===== src/rtl/cnmt_pkg.sv =====
`timescale 1ns / 1ps
`default_nettype none

package cnmt_pkg;

	// search horizon in calendar years past the start year
	localparam int unsigned HORIZON_YEARS = 8;
	localparam int unsigned YEAR_CAP      = 4096;

	localparam int unsigned MINUTE_W  = 60;
	localparam int unsigned HOUR_W    = 24;
	localparam int unsigned MDAY_W    = 31;
	localparam int unsigned MONTH_W   = 12;
	localparam int unsigned WDAY_W    = 8;
	localparam int unsigned CFG_IDX_W = 3;
	localparam int unsigned CFG_DAT_W = 60;

	// configuration register indexes
	typedef enum logic [CFG_IDX_W-1:0] {
		CFG_MINUTE_MASK  = 3'd0,
		CFG_HOUR_MASK    = 3'd1,
		CFG_MDAY_MASK    = 3'd2,
		CFG_MONTH_MASK   = 3'd3,
		CFG_WEEKDAY_MASK = 3'd4
	} cnmt_cfg_idx_t;

	typedef enum logic [2:0] {
		ST_IDLE,
		ST_REDUCE,
		ST_PREP,
		ST_ROUND,
		ST_SEARCH
	} cnmt_state_t;

	// controller to datapath
	typedef struct packed {
		logic load;
		logic reduce;
		logic prep;
		logic round;
		logic step;
		logic load_out;
	} cnmt_cmd_t;

	// datapath to controller
	typedef struct packed {
		logic reduce_done;
		logic finished;
	} cnmt_status_t;

	// calendar position of the search
	typedef struct packed {
		logic [12:0] year;
		logic [11:0] ymod;
		logic [3:0]  month;
		logic [4:0]  day;
		logic [4:0]  hour;
		logic [5:0]  minute;
		logic [2:0]  wday;
	} cnmt_cal_t;

	// Gregorian leap year from the two low year bits and the year mod 400
	function automatic logic is_leap(input logic [1:0] ylow, input logic [11:0] ymod);
		return (ylow == 2'd0) && (ymod != 12'd100) && (ymod != 12'd200) &&
			(ymod != 12'd300);
	endfunction

	function automatic logic [4:0] days_in(input logic leap, input logic [3:0] month);
		logic [4:0] len;
		unique case (month)
			4'd2:                      len = leap ? 5'd29 : 5'd28;
			4'd4, 4'd6, 4'd9, 4'd11:   len = 5'd30;
			default:                   len = 5'd31;
		endcase
		return len;
	endfunction

	// remainder by seven of a small value, one compare and subtract per step
	function automatic logic [2:0] mod7(input logic [5:0] v);
		logic [5:0] r;
		r = v;
		for (int i = 0; i < 5; i++) begin
			if (r >= 6'd7) r = r - 6'd7;
		end
		return r[2:0];
	endfunction

endpackage

`default_nettype wire


===== src/rtl/cnmt_if.sv =====
`timescale 1ns / 1ps
`default_nettype none

// start time channel
interface cnmt_in_if;
	logic        valid;
	logic        ready;
	logic [11:0] start_year;
	logic [3:0]  start_month;
	logic [4:0]  start_day;
	logic [4:0]  start_hour;
	logic [5:0]  start_minute;
	logic [5:0]  start_second;
	logic [2:0]  start_weekday;

	modport source (output valid, start_year, start_month, start_day, start_hour,
		start_minute, start_second, start_weekday, input ready);
	modport sink (input valid, start_year, start_month, start_day, start_hour,
		start_minute, start_second, start_weekday, output ready);
endinterface

// match result channel
interface cnmt_out_if;
	logic        valid;
	logic        ready;
	logic        found;
	logic [11:0] run_year;
	logic [3:0]  run_month;
	logic [4:0]  run_day;
	logic [4:0]  run_hour;
	logic [5:0]  run_minute;
	logic [2:0]  run_weekday;

	modport source (output valid, found, run_year, run_month, run_day, run_hour,
		run_minute, run_weekday, input ready);
	modport sink (input valid, found, run_year, run_month, run_day, run_hour,
		run_minute, run_weekday, output ready);
endinterface

// configuration write channel
interface cnmt_cfg_if;
	logic                               valid;
	logic                               ready;
	logic [cnmt_pkg::CFG_IDX_W-1:0]     index;
	logic [cnmt_pkg::CFG_DAT_W-1:0]     data;

	modport source (output valid, index, data, input ready);
	modport sink (input valid, index, data, output ready);
endinterface

`default_nettype wire


===== src/rtl/cnmt_ctrl.sv =====
`timescale 1ns / 1ps
`default_nettype none

module cnmt_ctrl (
	input  wire logic                   clk,
	input  wire logic                   arst_n,
	input  wire logic                   start_valid,
	output logic                        start_ready,
	output logic                        result_valid,
	input  wire logic                   result_ready,
	input  wire cnmt_pkg::cnmt_status_t status,
	output cnmt_pkg::cnmt_cmd_t         cmd
);

	cnmt_pkg::cnmt_state_t state_q, state_d;
	logic                  out_valid_q;
	logic                  slot_free;

	assign slot_free    = !out_valid_q || result_ready;
	assign result_valid = out_valid_q;

	// next state
	always_comb begin
		state_d = state_q;
		unique case (state_q)
			cnmt_pkg::ST_IDLE:   if (start_valid) state_d = cnmt_pkg::ST_REDUCE;
			cnmt_pkg::ST_REDUCE: if (status.reduce_done) state_d = cnmt_pkg::ST_PREP;
			cnmt_pkg::ST_PREP:   state_d = cnmt_pkg::ST_ROUND;
			cnmt_pkg::ST_ROUND:  state_d = cnmt_pkg::ST_SEARCH;
			cnmt_pkg::ST_SEARCH: if (status.finished && slot_free) state_d = cnmt_pkg::ST_IDLE;
			default:             state_d = cnmt_pkg::ST_IDLE;
		endcase
	end

	// commands
	always_comb begin
		cmd         = '0;
		start_ready = 1'b0;
		unique case (state_q)
			cnmt_pkg::ST_IDLE: begin
				start_ready = 1'b1;
				cmd.load    = start_valid;
			end
			cnmt_pkg::ST_REDUCE: cmd.reduce = !status.reduce_done;
			cnmt_pkg::ST_PREP:   cmd.prep = 1'b1;
			cnmt_pkg::ST_ROUND:  cmd.round = 1'b1;
			cnmt_pkg::ST_SEARCH: begin
				cmd.step     = !status.finished;
				cmd.load_out = status.finished && slot_free;
			end
			default: cmd = '0;
		endcase
	end

	always_ff @(posedge clk or negedge arst_n) begin
		if (!arst_n) begin
			state_q <= cnmt_pkg::ST_IDLE;
		end else begin
			state_q <= state_d;
		end
	end

	// hold the result until taken; a new load wins over a take
	always_ff @(posedge clk or negedge arst_n) begin
		if (!arst_n) begin
			out_valid_q <= 1'b0;
		end else if (cmd.load_out) begin
			out_valid_q <= 1'b1;
		end else if (result_ready) begin
			out_valid_q <= 1'b0;
		end
	end

endmodule

`default_nettype wire


===== src/rtl/cnmt_dp.sv =====
`timescale 1ns / 1ps
`default_nettype none

module cnmt_dp (
	input  wire logic                          clk,
	input  wire logic                          arst_n,
	input  wire cnmt_pkg::cnmt_cmd_t           cmd,
	output cnmt_pkg::cnmt_status_t             status,
	input  wire logic [11:0]                   start_year,
	input  wire logic [3:0]                    start_month,
	input  wire logic [4:0]                    start_day,
	input  wire logic [4:0]                    start_hour,
	input  wire logic [5:0]                    start_minute,
	input  wire logic [5:0]                    start_second,
	input  wire logic [2:0]                    start_weekday,
	input  wire logic                          cfg_we,
	input  wire logic [cnmt_pkg::CFG_IDX_W-1:0] cfg_index,
	input  wire logic [cnmt_pkg::CFG_DAT_W-1:0] cfg_data,
	output logic                               found,
	output logic [11:0]                        run_year,
	output logic [3:0]                         run_month,
	output logic [4:0]                         run_day,
	output logic [4:0]                         run_hour,
	output logic [5:0]                         run_minute,
	output logic [2:0]                         run_weekday
);

	logic [cnmt_pkg::MINUTE_W-1:0] minute_mask_q;
	logic [cnmt_pkg::HOUR_W-1:0]   hour_mask_q;
	logic [cnmt_pkg::MDAY_W-1:0]   mday_mask_q;
	logic [cnmt_pkg::MONTH_W-1:0]  month_mask_q;
	logic [cnmt_pkg::WDAY_W-1:0]   wday_mask_q;

	cnmt_pkg::cnmt_cal_t cur_q, nm, nd, nh, cal_d;
	logic [12:0]         limit_q;
	logic                sec_nz_q;

	logic [4:0]  dim;
	logic [12:0] limit_raw;
	logic        month_ok, dom, dow, dom_wild, dow_wild, day_ok;
	logic [cnmt_pkg::HOUR_W-1:0]   hr_masked;
	logic [cnmt_pkg::MINUTE_W-1:0] mn_masked;
	logic        hr_any, mn_any, hit, exhausted;
	logic [4:0]  hr_idx;
	logic [5:0]  mn_idx;
	logic [3:0]  wd_cnt;

	// configuration writes
	always_ff @(posedge clk or negedge arst_n) begin
		if (!arst_n) begin
			minute_mask_q <= '1;
			hour_mask_q   <= '1;
			mday_mask_q   <= '1;
			month_mask_q  <= '1;
			wday_mask_q   <= 8'h7F;
		end else if (cfg_we) begin
			unique case (cfg_index)
				cnmt_pkg::CFG_MINUTE_MASK:  minute_mask_q <= cfg_data[cnmt_pkg::MINUTE_W-1:0];
				cnmt_pkg::CFG_HOUR_MASK:    hour_mask_q   <= cfg_data[cnmt_pkg::HOUR_W-1:0];
				cnmt_pkg::CFG_MDAY_MASK:    mday_mask_q   <= cfg_data[cnmt_pkg::MDAY_W-1:0];
				cnmt_pkg::CFG_MONTH_MASK:   month_mask_q  <= cfg_data[cnmt_pkg::MONTH_W-1:0];
				cnmt_pkg::CFG_WEEKDAY_MASK: wday_mask_q   <= cfg_data[cnmt_pkg::WDAY_W-1:0];
				default: ;
			endcase
		end
	end

	assign dim = cnmt_pkg::days_in(cnmt_pkg::is_leap(cur_q.year[1:0], cur_q.ymod), cur_q.month);

	// advance to the first minute of the next month
	always_comb begin
		nm        = cur_q;
		nm.wday   = cnmt_pkg::mod7(6'(cur_q.wday) + 6'(dim) - 6'(cur_q.day) + 6'd1);
		nm.day    = 5'd1;
		nm.hour   = 5'd0;
		nm.minute = 6'd0;
		if (cur_q.month >= 4'd12) begin
			nm.month = 4'd1;
			nm.year  = cur_q.year + 13'd1;
			nm.ymod  = (cur_q.ymod == 12'd399) ? 12'd0 : cur_q.ymod + 12'd1;
		end else begin
			nm.month = cur_q.month + 4'd1;
		end
	end

	// advance to the next day
	always_comb begin
		if (cur_q.day >= dim) begin
			nd = nm;
		end else begin
			nd        = cur_q;
			nd.wday   = (cur_q.wday >= 3'd6) ? 3'd0 : cur_q.wday + 3'd1;
			nd.day    = cur_q.day + 5'd1;
			nd.hour   = 5'd0;
			nd.minute = 6'd0;
		end
	end

	// advance to the next hour
	always_comb begin
		if (cur_q.hour >= 5'd23) begin
			nh = nd;
		end else begin
			nh        = cur_q;
			nh.hour   = cur_q.hour + 5'd1;
			nh.minute = 6'd0;
		end
	end

	// match tests on the current position
	always_comb begin
		wd_cnt   = 4'($countones(wday_mask_q));
		month_ok = month_mask_q[4'(cur_q.month - 4'd1)];
		dom_wild = (mday_mask_q == '1);
		dow_wild = (wd_cnt == 4'd7) || (wd_cnt == 4'd8);
		dom      = mday_mask_q[5'(cur_q.day - 5'd1)];
		dow      = wday_mask_q[cur_q.wday] || ((cur_q.wday == 3'd0) && wday_mask_q[7]);
		if (dom_wild && dow_wild) day_ok = 1'b1;
		else if (dom_wild)        day_ok = dow;
		else if (dow_wild)        day_ok = dom;
		else                      day_ok = dom || dow;
	end

	// first matching hour and minute at or after the current ones
	always_comb begin
		hr_masked = hour_mask_q & ({cnmt_pkg::HOUR_W{1'b1}} << cur_q.hour);
		mn_masked = minute_mask_q & ({cnmt_pkg::MINUTE_W{1'b1}} << cur_q.minute);
		hr_any    = |hr_masked;
		mn_any    = |mn_masked;
		hr_idx    = 5'd0;
		mn_idx    = 6'd0;
		for (int i = cnmt_pkg::HOUR_W - 1; i >= 0; i--) begin
			if (hr_masked[i]) hr_idx = 5'(i);
		end
		for (int i = cnmt_pkg::MINUTE_W - 1; i >= 0; i--) begin
			if (mn_masked[i]) mn_idx = 6'(i);
		end
	end

	assign exhausted = (cur_q.year >= limit_q);
	assign hit       = !exhausted && month_ok && day_ok && hr_any && (hr_idx == cur_q.hour) &&
		mn_any;

	assign status.finished    = exhausted || hit;
	assign status.reduce_done = (cur_q.ymod < 12'd400);

	assign limit_raw = 13'(start_year) + 13'(cnmt_pkg::HORIZON_YEARS);

	// next position
	always_comb begin
		cal_d = cur_q;
		if (cmd.load) begin
			cal_d.year   = 13'(start_year);
			cal_d.ymod   = start_year;
			cal_d.month  = (start_month == 4'd0) ? 4'd1 :
				(start_month > 4'd12) ? 4'd12 : start_month;
			cal_d.day    = start_day;
			cal_d.hour   = (start_hour > 5'd23) ? 5'd23 : start_hour;
			cal_d.minute = (start_minute > 6'd59) ? 6'd59 : start_minute;
			cal_d.wday   = (start_weekday == 3'd7) ? 3'd0 : start_weekday;
		end else if (cmd.reduce) begin
			cal_d.ymod = cur_q.ymod - 12'd400;
		end else if (cmd.prep) begin
			if (cur_q.day == 5'd0) cal_d.day = 5'd1;
			else if (cur_q.day > dim) cal_d.day = dim;
		end else if (cmd.round) begin
			if (sec_nz_q) begin
				if (cur_q.minute >= 6'd59) cal_d = nh;
				else cal_d.minute = cur_q.minute + 6'd1;
			end
		end else if (cmd.step && !exhausted) begin
			priority if (!month_ok) begin
				cal_d = nm;
			end else if (!day_ok || !hr_any) begin
				cal_d = nd;
			end else if (hr_idx != cur_q.hour) begin
				cal_d.hour   = hr_idx;
				cal_d.minute = 6'd0;
			end else if (!mn_any) begin
				cal_d = nh;
			end else begin
				cal_d.minute = mn_idx;
			end
		end
	end

	always_ff @(posedge clk) begin
		cur_q <= cal_d;
		if (cmd.load) begin
			sec_nz_q <= (start_second != 6'd0);
			limit_q  <= (limit_raw > 13'(cnmt_pkg::YEAR_CAP)) ? 13'(cnmt_pkg::YEAR_CAP) :
				limit_raw;
		end
	end

	// capture the result; all fields zero when nothing matched
	always_ff @(posedge clk) begin
		if (cmd.load_out) begin
			found       <= hit;
			run_year    <= hit ? cur_q.year[11:0] : 12'd0;
			run_month   <= hit ? cur_q.month : 4'd0;
			run_day     <= hit ? cur_q.day : 5'd0;
			run_hour    <= hit ? cur_q.hour : 5'd0;
			run_minute  <= hit ? mn_idx : 6'd0;
			run_weekday <= hit ? cur_q.wday : 3'd0;
		end
	end

endmodule

`default_nettype wire


===== src/rtl/cron_next_match_time.sv =====
`timescale 1ns / 1ps
`default_nettype none

// Next cron match search.
// The start channel takes one UTC start time per item; the result channel gives one
// item per start: found plus the first whole minute at or after it that matches the
// minute, hour, day-of-month, month and weekday masks, all zero when none lies within
// the year horizon. The cfg channel writes the masks by index; it is always ready and
// is meant to be used only while no search is in flight.
// Sequence: the item is taken in IDLE, REDUCE brings the year mod 400 down by repeated
// subtraction, PREP clamps the day and ROUND rounds up the seconds, then one search step
// per cycle; the result is registered once the search finishes and the register is free.
// A step skips a month, skips a day, jumps to the next matching hour, or finishes the
// hour; a search takes from one step per skipped month up to one step per hour it
// passes, the worst case over the horizon being when no minute matches.
// One item is searched at a time.
// The result sits in an output register: a new start is taken while it waits, and a
// finished search holds until the register is free. Reset clears the control state,
// sets every mask to its wildcard and leaves the result channel empty.

module cron_next_match_time (
	input  wire logic clk,
	input  wire logic arst_n,
	cnmt_in_if.sink   start,
	cnmt_out_if.source result,
	cnmt_cfg_if.sink  cfg
);

	cnmt_pkg::cnmt_cmd_t    cmd;
	cnmt_pkg::cnmt_status_t status;

	assign cfg.ready = 1'b1;

	cnmt_ctrl u_ctrl (
		.clk          (clk),
		.arst_n       (arst_n),
		.start_valid  (start.valid),
		.start_ready  (start.ready),
		.result_valid (result.valid),
		.result_ready (result.ready),
		.status       (status),
		.cmd          (cmd)
	);

	cnmt_dp u_dp (
		.clk           (clk),
		.arst_n        (arst_n),
		.cmd           (cmd),
		.status        (status),
		.start_year    (start.start_year),
		.start_month   (start.start_month),
		.start_day     (start.start_day),
		.start_hour    (start.start_hour),
		.start_minute  (start.start_minute),
		.start_second  (start.start_second),
		.start_weekday (start.start_weekday),
		.cfg_we        (cfg.valid),
		.cfg_index     (cfg.index),
		.cfg_data      (cfg.data),
		.found         (result.found),
		.run_year      (result.run_year),
		.run_month     (result.run_month),
		.run_day       (result.run_day),
		.run_hour      (result.run_hour),
		.run_minute    (result.run_minute),
		.run_weekday   (result.run_weekday)
	);

endmodule

`default_nettype wire


===== src/flat_wrapper.sv =====
// flat-port wrapper written by rule: the top's interface ports become plain ports
module cron_next_match_time_flat 
  (clk, arst_n, start_valid, start_start_year, start_start_month, start_start_day, start_start_hour, start_start_minute, start_start_second, start_start_weekday, start_ready, result_valid, result_found, result_run_year, result_run_month, result_run_day, result_run_hour, result_run_minute, result_run_weekday, result_ready, cfg_valid, cfg_index, cfg_data, cfg_ready);
  cnmt_in_if start_i ();
  cnmt_out_if result_i ();
  cnmt_cfg_if cfg_i ();
  input  wire logic clk;
  input  wire logic arst_n;
  input wire logic [$bits(start_i.valid)-1:0] start_valid;
  input wire logic [$bits(start_i.start_year)-1:0] start_start_year;
  input wire logic [$bits(start_i.start_month)-1:0] start_start_month;
  input wire logic [$bits(start_i.start_day)-1:0] start_start_day;
  input wire logic [$bits(start_i.start_hour)-1:0] start_start_hour;
  input wire logic [$bits(start_i.start_minute)-1:0] start_start_minute;
  input wire logic [$bits(start_i.start_second)-1:0] start_start_second;
  input wire logic [$bits(start_i.start_weekday)-1:0] start_start_weekday;
  output wire logic [$bits(start_i.ready)-1:0] start_ready;
  output wire logic [$bits(result_i.valid)-1:0] result_valid;
  output wire logic [$bits(result_i.found)-1:0] result_found;
  output wire logic [$bits(result_i.run_year)-1:0] result_run_year;
  output wire logic [$bits(result_i.run_month)-1:0] result_run_month;
  output wire logic [$bits(result_i.run_day)-1:0] result_run_day;
  output wire logic [$bits(result_i.run_hour)-1:0] result_run_hour;
  output wire logic [$bits(result_i.run_minute)-1:0] result_run_minute;
  output wire logic [$bits(result_i.run_weekday)-1:0] result_run_weekday;
  input wire logic [$bits(result_i.ready)-1:0] result_ready;
  input wire logic [$bits(cfg_i.valid)-1:0] cfg_valid;
  input wire logic [$bits(cfg_i.index)-1:0] cfg_index;
  input wire logic [$bits(cfg_i.data)-1:0] cfg_data;
  output wire logic [$bits(cfg_i.ready)-1:0] cfg_ready;
  assign start_i.valid = start_valid;
  assign start_i.start_year = start_start_year;
  assign start_i.start_month = start_start_month;
  assign start_i.start_day = start_start_day;
  assign start_i.start_hour = start_start_hour;
  assign start_i.start_minute = start_start_minute;
  assign start_i.start_second = start_start_second;
  assign start_i.start_weekday = start_start_weekday;
  assign start_ready = start_i.ready;
  assign result_valid = result_i.valid;
  assign result_found = result_i.found;
  assign result_run_year = result_i.run_year;
  assign result_run_month = result_i.run_month;
  assign result_run_day = result_i.run_day;
  assign result_run_hour = result_i.run_hour;
  assign result_run_minute = result_i.run_minute;
  assign result_run_weekday = result_i.run_weekday;
  assign result_i.ready = result_ready;
  assign cfg_i.valid = cfg_valid;
  assign cfg_i.index = cfg_index;
  assign cfg_i.data = cfg_data;
  assign cfg_ready = cfg_i.ready;
  cron_next_match_time u_core (.clk(clk), .arst_n(arst_n), .start(start_i), .result(result_i), .cfg(cfg_i));
endmodule

===== config.mk =====
export PLATFORM = sky130hd
export DESIGN_NAME = cron_next_match_time_flat
export DESIGN_NICKNAME = d
export VERILOG_FILES = /design/src/rtl/cnmt_pkg.sv /design/src/rtl/cnmt_if.sv /design/src/rtl/cnmt_ctrl.sv /design/src/rtl/cnmt_dp.sv /design/src/rtl/cron_next_match_time.sv /design/src/flat_wrapper.sv
export SDC_FILE = /design/constraint.sdc
export NUM_CORES = 1
export LEC_CHECK = 0
export BUFFER_PORTS_ARGS = -buffer_cell sky130_fd_sc_hd__buf_2
export CAP_MARGIN = 20
export CORE_MARGIN = 2
export CORE_UTILIZATION = 45
export DETAILED_ROUTE_END_ITERATION = 6
export PLACE_DENSITY = 0.68
export SYNTH_ARGS = -nofsm -noshare
export SYNTH_HDL_FRONTEND = slang
export SYNTH_SLANG_ARGS = --single-unit

===== constraint.sdc =====
create_clock -name clk -period 6.9 [get_ports clk]
set_input_delay 1.035 -clock clk [delete_from_list [all_inputs] [get_ports clk]]
set_output_delay 1.035 -clock clk [all_outputs]
set_load 0.02 [all_outputs]

==> out/qor.yml <==
critical_path:
  slowest_delay_ns: 0.40
  cpMostUsedCell: "ha_4"
  worstRegToRegCells: 36
  worst_r2r_endpoint: "u_core.u_dp.cur_q[1]$_DFFE_PP_"
  worst-path-buf-inv: 4
  cp-start-kind: "register"
  rrSetupSlack_ns: 0.22
  cpLargestDelayFamily: "simple AND/OR/NAND/NOR gates"
  crit_slowest_cell: "edfxtp_1"
  critPathCaptureType: "register"
  reg2reg_from: "u_core.u_dp.cur_q[27]$_DFFE_PP_"
  arrival_ns: 7.08
  crit_required_ns: 7.30
  path_class: "register to register"
  critPathMaxFanout: 5
cells_and_area:
  n_fill_cell: 3198
  diodes: 0
  multi_input_area_um2: 9120
  drive_gt1_share_pct: 32.0
  fin_nets: 2037
  area_growth_pct: 17.7
  design_area_um2: 18900
  ff_latch_area_um2: 6580
synthesis:
  async_reset_ff_share_pct: 58.6
  synth-edff-count: 97
  ys_ff_latch: 237
  synth_area_um2: 16000
  yosys.area.top_type: "dfstp_2"
  synth_seq_area_share_pct: 41.0
  synth_common_cells: "nand2_1 (154), o21ai_0 (146), nor2_1 (142)"
  synth_most_common_cell: "nand2_1"
  synth_ff_type: "dfstp_2"
  yosysWarnings: 0
  synth_top_area_share_pct: 22.0
  synth_area_per_cell_um2: 9.44
  synthTopCellsByArea: "dfstp_2 (22%), edfxtp_1 (18%), mux2_2 (9.3%), o21ai_0 (4.6%), ha_1 (4.4%)"
  ys_types: 87
  synthCells: 1698
  synth_nets: 1869
hold_path:
  hp-start: "u_core.u_dp.cur_q[47]$_SDFFE_PP0P_"
  holdPathEnd: "u_core.u_dp.cur_q[47]$_SDFFE_PP0P_"
  hold_depth: 2
  hp-class: "register to register"
sta:
  fin_crit_sh_pct: 96.8
  slew_viol_final: 0
  hold_viol_final: 0
  setup_tns_ns: 0
  period_minus_slack_ns: 6.68
  tightest_slew_ns: 1.01
  max_freq_mhz: 150
  rsz0062_at_grt: "yes"
  setup_viol: 0
  fin_skew_ns: 0.0221
  setup_slack_ns: 0.221
  slew_headroom_pct: 32.6
global_routing:
  globalRouteTotalUtil_pct: 24.6
  grt_pass1_wl_um: 72200
  grt_pass1_vias: 13362
  grt_max_degree: 74
  antenna_found_initial: 0
  grt.overflow.total: 0
place:
  place_congestion: 0.929
  pre_cts_ws_ns: 0.0668
  numPortBuffers: 146
  postPlaceCellArea_um2: 17600
  dpl.hpwl_um: 34200
detailed_routing:
  wirelength_um: 46300
  postRouteAntennaNets: 0
  drc: 0
  vias: 14144
  viasPerCell: 6.02
  drt-pass1-iter-count: 6
  wire_per_inst_um: 19.7
  drt_iter0_markers: 1104
clocking:
  clkTransAtPathRegs_ns: 0.06
  clockBufferDepth: 3
  tritoncts: "yes"
  clock-sinks: 237
  htreeDepth: 1
  clock_latency_ns: 0.57
  hold_buffers: 0
  numCtsBuffers: 28
  clockRootBuffer: "clkbuf_16"
die:
  initial_core_util_pct: 45.4
  io_pins: 148
  num_rows: 69
  core_um2: 35300
  chipHeight_um: 193
  die_w_um: 193
  die_area_um2: 37100
run_status:
  status: "finished clean"
job:
  drv_cap: 0
timing repair:
action                                  in CTS  in global routing
endpoints found under the hold margin        0                  0
gates resized for setup                      0                 44
buffers inserted                             0                 11
endpoints found under the setup margin       0                  3
final cells by class:
cell class	count	area share, %
multi-input combinational	1291	48.3
sequential	237	34.9
timing repair buffer	213	6.58
clock buffer	33	3.93
tap	461	3.06
inverter	95	1.89
clock inverter	19	1.35
metrics by stage:
stage                     hold WS, ns  std cells  util (%)
after floorplan                 0.456       1698         -
after global placement          0.479       2285      49.8
after detailed placement        0.487       2285      49.8
after CTS                       0.495       2337      52.6
after global routing            0.512       2349      53.4
final                           0.495       2349      53.4
layout by cell type, fill, tap and decap left out, types with 23 or more instances in the layout:
cell type,instances
nand2b_1,23
dfstp_2,134
nand2_1,152
buf_4,65
inv_1,90
clkbuf_16,29
nand3_1,52
a21oi_1,94
edfxtp_1,97
o21ai_0,144
nor3_1,34
nor2b_1,26
nor2_1,138
mux2_2,128
and2_1,33
ha_1,50
a31oi_1,30
buf_2,146
worst max path at each step:
stage	startpoint	to	slack [ns]	cells past startpoint
5_1_grt	u_core.u_dp.cur_q[27]$_DFFE_PP_	u_core.u_dp.cur_q[1]$_DFFE_PP_	-0.21	35
6_report	u_core.u_dp.cur_q[27]$_DFFE_PP_	u_core.u_dp.cur_q[1]$_DFFE_PP_	0.22	36
3_5_place_dp	u_core.u_dp.cur_q[28]$_DFFE_PP_	u_core.u_dp.cur_q[0]$_DFFE_PP_	0.07	36
3_3_place_gp	u_core.u_dp.cur_q[27]$_DFFE_PP_	u_core.u_dp.cur_q[1]$_DFFE_PP_	0.21	36
2_1_floorplan	u_core.u_dp.cur_q[27]$_DFFE_PP_	u_core.u_dp.cur_q[1]$_DFFE_PP_	0.007	36
4_1_cts	u_core.u_dp.cur_q[28]$_DFFE_PP_	u_core.u_dp.cur_q[1]$_DFFE_PP_	0.04	36
flip-flops by register name (all words and copies together), names as in the netlist:
| signal | flops |
|---|---|
| u_core.u_ctrl.state_q | 3 |
| u_core.u_dp.run_minute | 6 |
| u_core.u_dp.run_weekday | 3 |
| u_core.u_dp.run_day | 5 |
| u_core.u_dp.run_month | 4 |
| u_core.u_dp.minute_mask_q | 60 |
| u_core.u_dp.found | 1 |
| u_core.u_dp.sec_nz_q | 1 |
| u_core.u_dp.wday_mask_q | 8 |
| u_core.u_dp.limit_q | 13 |
| u_core.u_dp.run_year | 12 |
| u_core.u_ctrl.result_valid | 1 |
| u_core.u_dp.month_mask_q | 12 |
| u_core.u_dp.mday_mask_q | 31 |
| u_core.u_dp.hour_mask_q | 24 |
| u_core.u_dp.run_hour | 5 |
| u_core.u_dp.cur_q | 48 |
worst min-delay path: cells and delay by family, from the launching register on:
kind               cells  cell delay [ns]
DFF                    1             0.32
AOI/OAI and AO/OA      2             0.13
kinds of logic after synthesis:
logic type,synth area share [%]
buffers and inverters,4.03
adder cells (fa/ha/maj),5.12
AO/OA/AOI/OAI,17.9
multiplexers,11.6
XOR/XNOR,2.64
other,0.0234
flip-flops,41.0
AND/OR/NAND/NOR,17.6
metal layers:
layer	vias up	GRT usage, %	wire length, um
li1	6601	-	-
met1	6884	32.8	19400
met2	562	41.1	22100
met3	97	3.11	3110
met4	0	8.54	1600
met5	-	0	0
Power is not shown: default switching activity piles up to over one toggle a cycle in this logic, so the estimate is an artifact.
